## src/rtl/sfl_ram.sv

```systemverilog
// generic single port synchronous ram with registered read data
module sfl_ram #(
    parameter int DEPTH = 16,
    parameter int WIDTH = 8
) (
    input  logic                                   i_clk,
    input  logic                                   i_we,
    input  logic [((DEPTH > 1) ? $clog2(DEPTH) : 1)-1:0] i_addr,
    input  logic [WIDTH-1:0]                       i_wdata,
    output logic [WIDTH-1:0]                       o_rdata
);
    logic [WIDTH-1:0] r_mem [DEPTH];
    logic [WIDTH-1:0] r_rdata;

    always_ff @(posedge i_clk) begin
        if (i_we) begin
            r_mem[i_addr] <= i_wdata;
        end
        r_rdata <= r_mem[i_addr];
    end

    assign o_rdata = r_rdata;
endmodule

```

## config.mk

```make
export PLATFORM = sky130hd
export DESIGN_NAME = sfl_ram
export DESIGN_NICKNAME = d
export VERILOG_FILES = /design/src/rtl/sfl_ram.sv
export SDC_FILE = /design/constraint.sdc
export NUM_CORES = 1
export LEC_CHECK = 0
export ABC_AREA = 1
export BUFFER_PORTS_ARGS = -buffer_cell sky130_fd_sc_hd__buf_2
export CAP_MARGIN = 20
export CORE_UTILIZATION = 55
export CTS_CLUSTER_SIZE = 28
export DETAILED_ROUTE_END_ITERATION = 8
export HOLD_SLACK_MARGIN = 0.12
export PLACE_DENSITY = 0.72
export SKIP_CTS_REPAIR_TIMING = 1
export SYNTH_ARGS = -nofsm -noshare
export SYNTH_HDL_FRONTEND = slang
export SYNTH_SLANG_ARGS = --single-unit
```

## constraint.sdc

```tcl
create_clock -name i_clk -period 4.61 [get_ports i_clk]
set_input_delay 0.922 -clock i_clk [delete_from_list [all_inputs] [get_ports i_clk]]
set_output_delay 0.922 -clock i_clk [all_outputs]
set_load 0.01 [all_outputs]
```

==> impl_results.md <==
* Critical path cell sequence: buf_2 > nor2_1 > inv_1 > nor2_1
* Maximum VDD drop at approximately 0.00039 V
* GR Util All Layers at 0.249
* I/O pins at 22
* Diode count at 0
* Largest net degree at the start of global routing at 48
* Initial core utilization at 0.570
* Slew Viols, Final at 0
* Worst hold path depth at 8
* Setup violators final at 0
* WS Path Type: in -> reg
* Fill count at 765
* Post-Synth Adder-Cell Area at 0
* Routability Congestion at just over 0.8
* HP Start: r_mem[8][5]$_DFFE_PP_
* Simple-gate share of the synthesized area at 0.248
* Worst min path class: reg -> reg
* CTS H-tree lvls at 4
* Crit path DAT at approximately 2.4 ns
* RR Startpoint: r_mem[12][1]$_DFFE_PP_
* Final Hold Vio Count at 0
* CP Data Required Time at roughly 4.8 ns
* First-pass DRT Iterations at 5
* DP HPWL at about 6800 um
* DIE HEIGHT at between 100 and 150 um
* Core ar. at 9820 sq um
* Mapped Nets at between 500 and 600
* Multiplexer share of the synthesized area at 0
* Worst setup EP type: flip-flop
* Die area at 10600 sq um
* Initial antenna violation count at 0
* Clock tree buffer depth at 2
* Clk_skew at 0.00678 ns
* Drt wl/cell at around 16 um
* Run status: finished clean
* Final ANT Viol Nets at 0
* Final WS setup at ~2.4 ns
* Via density at 5.16
* Clk_lat worst skew at between 0.5 and 0.6 ns
* Cell Pwr Density at around 450 nW/um^2
* First-pass GRT wire length at 18400 um
* Post-synthesis sequential element count at about 140
* Vias in the first global route at ~3600
* Max-cap violation count at 0
* Setup TNS Final at 0 ns
* RSZ-0062 raised after global routing: no
* Num rows at 36
* Sequential cell area at 4000 sq um
* Main combinational cell family by area after synthesis: simple AND/OR/NAND/NOR gates
* Root buf cell: clkbuf_8
* Die width at ~100 um
* Max incr delay on CP at about 0.66 ns
* Sequential share of the synthesized area at 0.716
* Routed WL at between 10000 and 15000 um
* Synth unique cells at 11
* Num CTS Buffers at 17
* Post-route clock period utilization at 0.489
* TritonCTS clock tree: done
* Routed vias at roughly 3700
* RR Endpoint: o_rdata[1]$_DFF_P_
* Slowest cell on the critical path: nor2_1
* P_leak at ~2.7 nW
* Final #Nets at 584
* Post-synthesis cell area at ~5600 sq um
* CP most frequent cell: nor2_1
* Hold Slack at roughly 0.7 ns
* Post-Synth XOR/XNOR Area at 0
* Syn avg cell area at between 10 and 15 sq um
* Worst Hold End: o_rdata[5]$_DFF_P_
* Synthesis-to-layout area growth at 13.4%
* 1st-iter DRT viols at approximately 310
* Fin crit period at approximately 2.3 ns
* Compound-Gate Fraction of Synth Area at 0
* Reg2Reg Depth at 8
* Total clock sinks at around 140
* Slew headroom at 0.471
* Worst setup SP type: primary input
* Fmax at about 440 MHz
* Worst R2R Setup Slack at roughly 3.6 ns
* Layout cell share with drive strength beyond 1 at 0.0943
* CP max FO at 9
* DRC viols at 0
* Synth Instances at approximately 550
* Syn. warnings at 0
* CTS clk-pin slew, worst paths at 0.06 ns
* IO Port Bufs at 21
* Remaining global-route overflow at 0
* Pre-CTS setup slack at 1.85 ns
* Least-Margin Pin Slew at between 0.7 and 0.8 ns
* Footprint of the multi-input gates at 1390 sq um
-- kinds of logic after synthesis --
logic type	Yosys count
simple gates	368
buf+inv	44
flops	136
-- worst max path at each step --
stage               from                    end  slack [ns]  depth (start not counted)
2_1_floorplan  i_addr[1]  r_mem[3][0]$_DFFE_PP_        2.31                          4
6_report       i_addr[2]  r_mem[1][5]$_DFFE_PP_        2.35                          4
5_1_grt        i_addr[1]  r_mem[6][1]$_DFFE_PP_        2.26                          3
3_3_place_gp   i_addr[2]  r_mem[1][1]$_DFFE_PP_        1.91                          4
4_1_cts        i_addr[0]  r_mem[0][6]$_DFFE_PP_        2.40                          4
3_5_place_dp   i_addr[2]  r_mem[1][1]$_DFFE_PP_        1.85                          4
-- metrics by stage --
stage,total power [mW],instance area [sq um],instances,utilization
after global placement,1.57,5770,684,0.588
after global routing,2.92,6340,716,0.646
after floorplan,1.51,5590,548,-
final,2.84,6340,716,0.646
after detailed placement,1.58,5770,684,0.588
after CTS,2.85,6340,716,0.646
-- worst max-delay path: cells and delay by family --
family	cells	cell delay, ns
simple gates	2	1.17
buf+inv	2	0.32
-- per-layer routing --
metal / global-route usage / share of wire
met5: 0 / 0
met1: 0.335 / 0.42
met2: 0.375 / 0.47
met3: 0.0705 / 0.095
met4: 0.127 / 0.018
-- area by class of cell --
cell class / count / area share
flip-flops and latches: 136 / 0.631
multi-input cells: 368 / 0.219
clock buffers: 20 / 0.0702
well taps: 133 / 0.0262
repair buffers: 24 / 0.0201
clock inverters: 12 / 0.0199
inverters: 23 / 0.0136
-- synth_stat cells --
library cell / n / share of area
dfxtp_1: 8 / 0.029
nand3_1: 4 / 0.0036
buf_2: 12 / 0.011
clkbuf_1: 3 / 0.0020
nand2_1: 346 / 0.23
edfxtp_1: 128 / 0.69
clkinv_1: 1 / 0.00067
buf_4: 6 / 0.0081
inv_2: 1 / 0.00067
nor2_1: 18 / 0.012
inv_1: 21 / 0.014
-- state kept, by name, summed over array words and instances (netlist names) --
signal   flops
r_mem      128
o_rdata      8
-- layout by cell type, fill, tap and decap left out, drive strengths merged --
cell	n
dfxtp	8
buf	24
nand2	346
clkinv	7
clkinvlp	4
inv	22
nor2	18
edfxtp	128
clkbuf	20
bufinv	2
nand3	4
-- power by group --
part / total, mW / switching [mW] / internal [mW]
combinational: 0.161 / 0.120 / 0.0417
clock: 1.28 / 0.491 / 0.793
sequential: 1.39 / 0.00711 / 1.38
Power figures use the tool's default switching activity.
