**src/rtl/sfl_pkg.sv**
```systemverilog
// shared constants, types and status codes of the size class free list allocator
package sfl_pkg;

    localparam int NUM_CLASSES      = 16;
    localparam int ALIGN_BYTES      = 8;
    localparam int BLOCKS_PER_CHUNK = 16;
    localparam int NUM_CHUNKS       = 64;
    localparam int LARGEST_POOLED   = 128;

    localparam int SIZE_W   = 32;
    localparam int HANDLE_W = 10;
    localparam int CLASS_W  = 4;

    localparam int POOL_BLOCKS = NUM_CHUNKS * BLOCKS_PER_CHUNK;
    localparam int IDX_W       = (POOL_BLOCKS > 1) ? $clog2(POOL_BLOCKS) : 1;
    localparam int LINK_W      = $clog2(POOL_BLOCKS + 1);
    localparam int NULL_HANDLE = POOL_BLOCKS;
    localparam int CHUNK_W     = (NUM_CHUNKS > 1) ? $clog2(NUM_CHUNKS) : 1;
    localparam int CNT_W       = $clog2(NUM_CHUNKS + 1);
    localparam int SLOT_W      = (BLOCKS_PER_CHUNK > 1) ? $clog2(BLOCKS_PER_CHUNK) : 1;
    localparam int HEAD_IW     = (NUM_CLASSES > 1) ? $clog2(NUM_CLASSES) : 1;
    localparam int SZ_W        = $clog2(LARGEST_POOLED + 1);
    localparam int QW          = $clog2(LARGEST_POOLED + ALIGN_BYTES + NUM_CLASSES) + 1;

    typedef enum logic [1:0] {
        ST_OK        = 2'd0,
        ST_OVERSIZE  = 2'd1,
        ST_EXHAUSTED = 2'd2,
        ST_BAD       = 2'd3
    } t_status;

    localparam logic CMD_ALLOC = 1'b0;
    localparam logic CMD_FREE  = 1'b1;

    typedef struct packed {
        logic               bad;
        logic               over;
        logic [CLASS_W-1:0] cls;
    } t_size_dec;

endpackage

```
**src/rtl/sfl_size_decode.sv**
```systemverilog
// maps a requested byte count to a size class or a rejection
module sfl_size_decode (
    input  logic [sfl_pkg::SIZE_W-1:0] i_size_bytes,
    output sfl_pkg::t_size_dec         o_dec
);
    import sfl_pkg::*;

    logic [SZ_W-1:0] sz;
    logic [QW-1:0]   sum;
    logic [QW-1:0]   quot;

    always_comb begin
        sz   = i_size_bytes[SZ_W-1:0];
        sum  = QW'(sz) + QW'(ALIGN_BYTES - 1);
        // ceiling divide by the alignment, one less gives the class
        quot = QW'(sum / ALIGN_BYTES);
        o_dec.bad  = (i_size_bytes == '0);
        o_dec.over = (i_size_bytes > SIZE_W'(LARGEST_POOLED)) || (quot > QW'(NUM_CLASSES));
        o_dec.cls  = CLASS_W'(quot - QW'(1));
    end
endmodule

```
**config.mk**
```make
export PLATFORM = sky130hd
export DESIGN_NAME = sfl_size_decode
export DESIGN_NICKNAME = d
export VERILOG_FILES = /design/src/rtl/sfl_pkg.sv /design/src/rtl/sfl_size_decode.sv
export SDC_FILE = /design/constraint.sdc
export NUM_CORES = 1
export LEC_CHECK = 0
export BUFFER_PORTS_ARGS = -buffer_cell sky130_fd_sc_hd__buf_2
export CELL_PAD_IN_SITES_DETAIL_PLACEMENT = 0
export CELL_PAD_IN_SITES_GLOBAL_PLACEMENT = 1
export CORE_AREA = 2 2 40 42
export DETAILED_ROUTE_END_ITERATION = 12
export DIE_AREA = 0 0 42 44
export GPL_TIMING_DRIVEN = 0
export PLACE_DENSITY = 0.78
export SETUP_SLACK_MARGIN = 0.5
export SLEW_MARGIN = 20
export SYNTH_ARGS = -nofsm -noshare
export SYNTH_HDL_FRONTEND = slang
export SYNTH_SLANG_ARGS = --single-unit
```
**constraint.sdc**
```tcl
create_clock -name vclk -period 2.1
set_input_delay 0.105 -clock vclk [all_inputs]
set_output_delay 0.105 -clock vclk [all_outputs]
set_load 0.01 [all_outputs]
```
==> results.py <==
metrics = {
    "critical_path": {
        "cp_slowest_stage_delay_ps": 420,
        "path_class": "input pin to primary output",
        "worstPathArrival_ps": 1460,
        "cp_max_fo": 5,
        "end_kind": "primary output",
        "crit_slowest_cell": "or3_4",
        "crit_chain": "buf_6, or3_4, nand2_4, xor2_2, ha_2, xnor2_2, xnor2_1, buf_2",
        "start_kind": "input pin",
        "cp_data_required_time_ps": 2000,
    },
    "clocking": {
        "holdBufCountCts": 0,
    },
    "detailed_routing": {
        "ant_nets": 0,
        "drc": 0,
        "wl_per_cell_microns": 8.72,
        "route.vias.total": 349,
        "first_pass_iters": 1,
        "avgViaCountPerCell": 4.31,
        "wirelength_microns": 706,
        "first_iter_violations": 0,
    },
    "synth": {
        "syn_avg_cell_area_sq_um": 7.23,
        "synth-compound-area-share_pct": 12.2,
        "synth_commonest_cells": "6 x nor4_1, 3 x nand2_1, 3 x xnor2_1",
        "synth_adder_area_share_pct": 12.8,
        "syn_inst": 27,
        "yosysWarnings": 0,
        "synth_top_family_by_area": "simple AND/OR/NAND/NOR gates",
        "synthSimpleGateAreaFrac_pct": 55.1,
        "synthMuxAreaShare_pct": 0,
        "synth_area_leaders": "nor4_1 19%, xnor2_1 13%, ha_1 13%",
        "syn-cell-area_sq_um": 195,
        "syn_nets": 61,
        "synth-xor-area-share_pct": 17.9,
        "yosysTopAreaCell": "nor4_1",
        "ys_seq_area_share_pct": 0,
        "synthDistinctLibCells": 15,
        "synth_top_area_share_pct": 19.2,
        "synth_most_common_cell": "nor4_1",
    },
    "timing": {
        "finalCritPeriodShare_pct": 74.7,
        "setup_viol": 0,
        "slew_headroom_pct": 83.4,
        "finalHoldViolCount": 0,
        "grt_setup_unrepaired": "yes",
        "tightestPinTransition_ps": 247,
        "worst_slack_ps": 532,
        "max_freq_ghz": 0.638,
        "tns_ps": 0,
        "finalMaxSlewViolations": 0,
        "period_needed_ps": 1570,
    },
    "final_layout": {
        "register_area_sq_um": 0,
        "fill_cells": 168,
        "clock_buffers": 0,
        "instances_no_fill": 81,
        "multi_input_area_sq_um": 224,
        "finalNetCount": 101,
        "nFlopsAndLatches": 0,
        "utilization_pct": 31.3,
        "syn_to_final_growth_pct": 128,
        "drive_above_1_share_pct": 72.3,
        "n_antenna_cell": 0,
    },
    "placement": {
        "portBuffers": 38,
        "dpl.hpwl_microns": 644,
        "dp_cells": 81,
        "dp_worst_setup_slack_ps": 496,
        "place_congestion": 0.650,
    },
    "die": {
        "start_util_pct": 13.8,
        "rows": 14,
        "die_w_microns": 42,
        "io-pin-count": 38,
        "die_h_microns": 44,
        "die_area_sq_mm": 0.00185,
        "core-area_sq_mm": 0.00142,
    },
    "hold_path": {
        "min-delay-start": "i_size_bytes[7]",
        "hold_end": "o_dec[5]",
        "min_path_type": "input pin to primary output",
        "whs_path_depth": 3,
    },
    "run_status": {
        "status": "finished, final reports clean",
    },
    "grt": {
        "grt_pass1_vias": 262,
        "grt_pass1_wl_microns": 1060,
        "antenna_found_initial": 0,
        "gr-usage-all-layers_pct": 6.84,
        "grt_overflow": 0,
        "grt_max_degree": 6,
    },
    "flow_run": {
        "max-cap-violations": 0,
    },
    "power": {
        "p_per_area_mw_per_mm2": 189,
        "vdd_ir_drop_max_uv": 94.2,
        "cellLeakagePower_nw": 0.224,
    },
}
-- worst max-delay path, delay by kind of cell --
kind	cells	cell delay [ps]
AND/OR/NAND/NOR	2	500
adder cells (fa/ha/maj)	1	220
buffers and inverters	2	230
XOR/XNOR	3	400
-- cell families (layout without fill, tap and decap cells) --
logic type      count (synthesis)  in the layout
compound gates                  4              4
fa+ha+maj                       2              2
simple gates                   16             16
xor+xnor                        4              4
buf+inv                         1             39
-- area by class of cell --
| cell class | instances | share of cell area, % |
|---|---|---|
| repair buffers | 38 | 44.2 |
| multi-input cells | 26 | 50.4 |
| inverters | 1 | 0.845 |
| well taps | 16 | 4.51 |
-- metrics by stage --
stage,cell area (sq um),power [mW],hold WS (ps)
6_report,444,0.0839,486
5_1_grt,444,0.0935,500
4_1_cts,405,0.0750,485
3_5_place_dp,405,0.0748,485
3_3_place_gp,405,0.0736,486
2_1_floorplan,195,0.0306,244
-- how the worst max path moves through the flow --
| stage | from | end | slack [ps] | cells after the start |
|---|---|---|---|---|
| after floorplan | i_size_bytes[1] | o_dec[2] | 620 | 5 |
| after global placement | i_size_bytes[1] | o_dec[2] | 510 | 8 |
| after detailed placement | i_size_bytes[1] | o_dec[2] | 500 | 8 |
| after CTS | i_size_bytes[1] | o_dec[2] | 500 | 8 |
| after global routing | i_size_bytes[0] | o_dec[2] | 460 | 8 |
| final | i_size_bytes[0] | o_dec[2] | 530 | 8 |
-- what timing repair did --
| action | 4_1_cts | 5_1_grt |
|---|---|---|
| setup endpoints to repair | 1 | 2 |
| gates resized for setup | 0 | 8 |
| pin swaps | 1 | 5 |
| gates cloned | 0 | 0 |
| setup buffers | 0 | 0 |
-- per-layer routing --
metal	vias to the layer above	routed length [microns]	share of wire (%)	global-route usage (%)
met5	-	0	0	0
met2	31	290	41	11.3
met1	137	248	35	8.89
met4	0	0	0	0
li1	181	-	-	-
met3	0	167	24	2.92
-- power by group --
part | leakage, nW | total, mW | internal (mW) | switching (mW)
registers | 0 | 0 | 0 | 0
clock network | 0 | 0 | 0 | 0
logic | 0.224 | 0.0839 | 0.0483 | 0.0356
total | 0.224 | 0.0839 | 0.0483 | 0.0356
-- cells in the final DEF, fill, tap and decap left out --
master,netlist,layout
a21boi_1,0,1
a31oi_1,1,1
and3_2,1,1
buf_2,0,37
buf_6,0,1
ha_1,2,1
ha_2,0,1
inv_1,1,1
nand2_1,3,2
nand2_4,0,1
nand4_1,1,1
nor2_1,1,1
nor4_1,6,6
nor4_2,1,1
o21ai_0,2,2
or3_1,1,1
or3_4,2,2
xnor2_1,3,1
xnor2_2,0,2
xor2_2,0,1
Power figures use the tool's default switching activity.
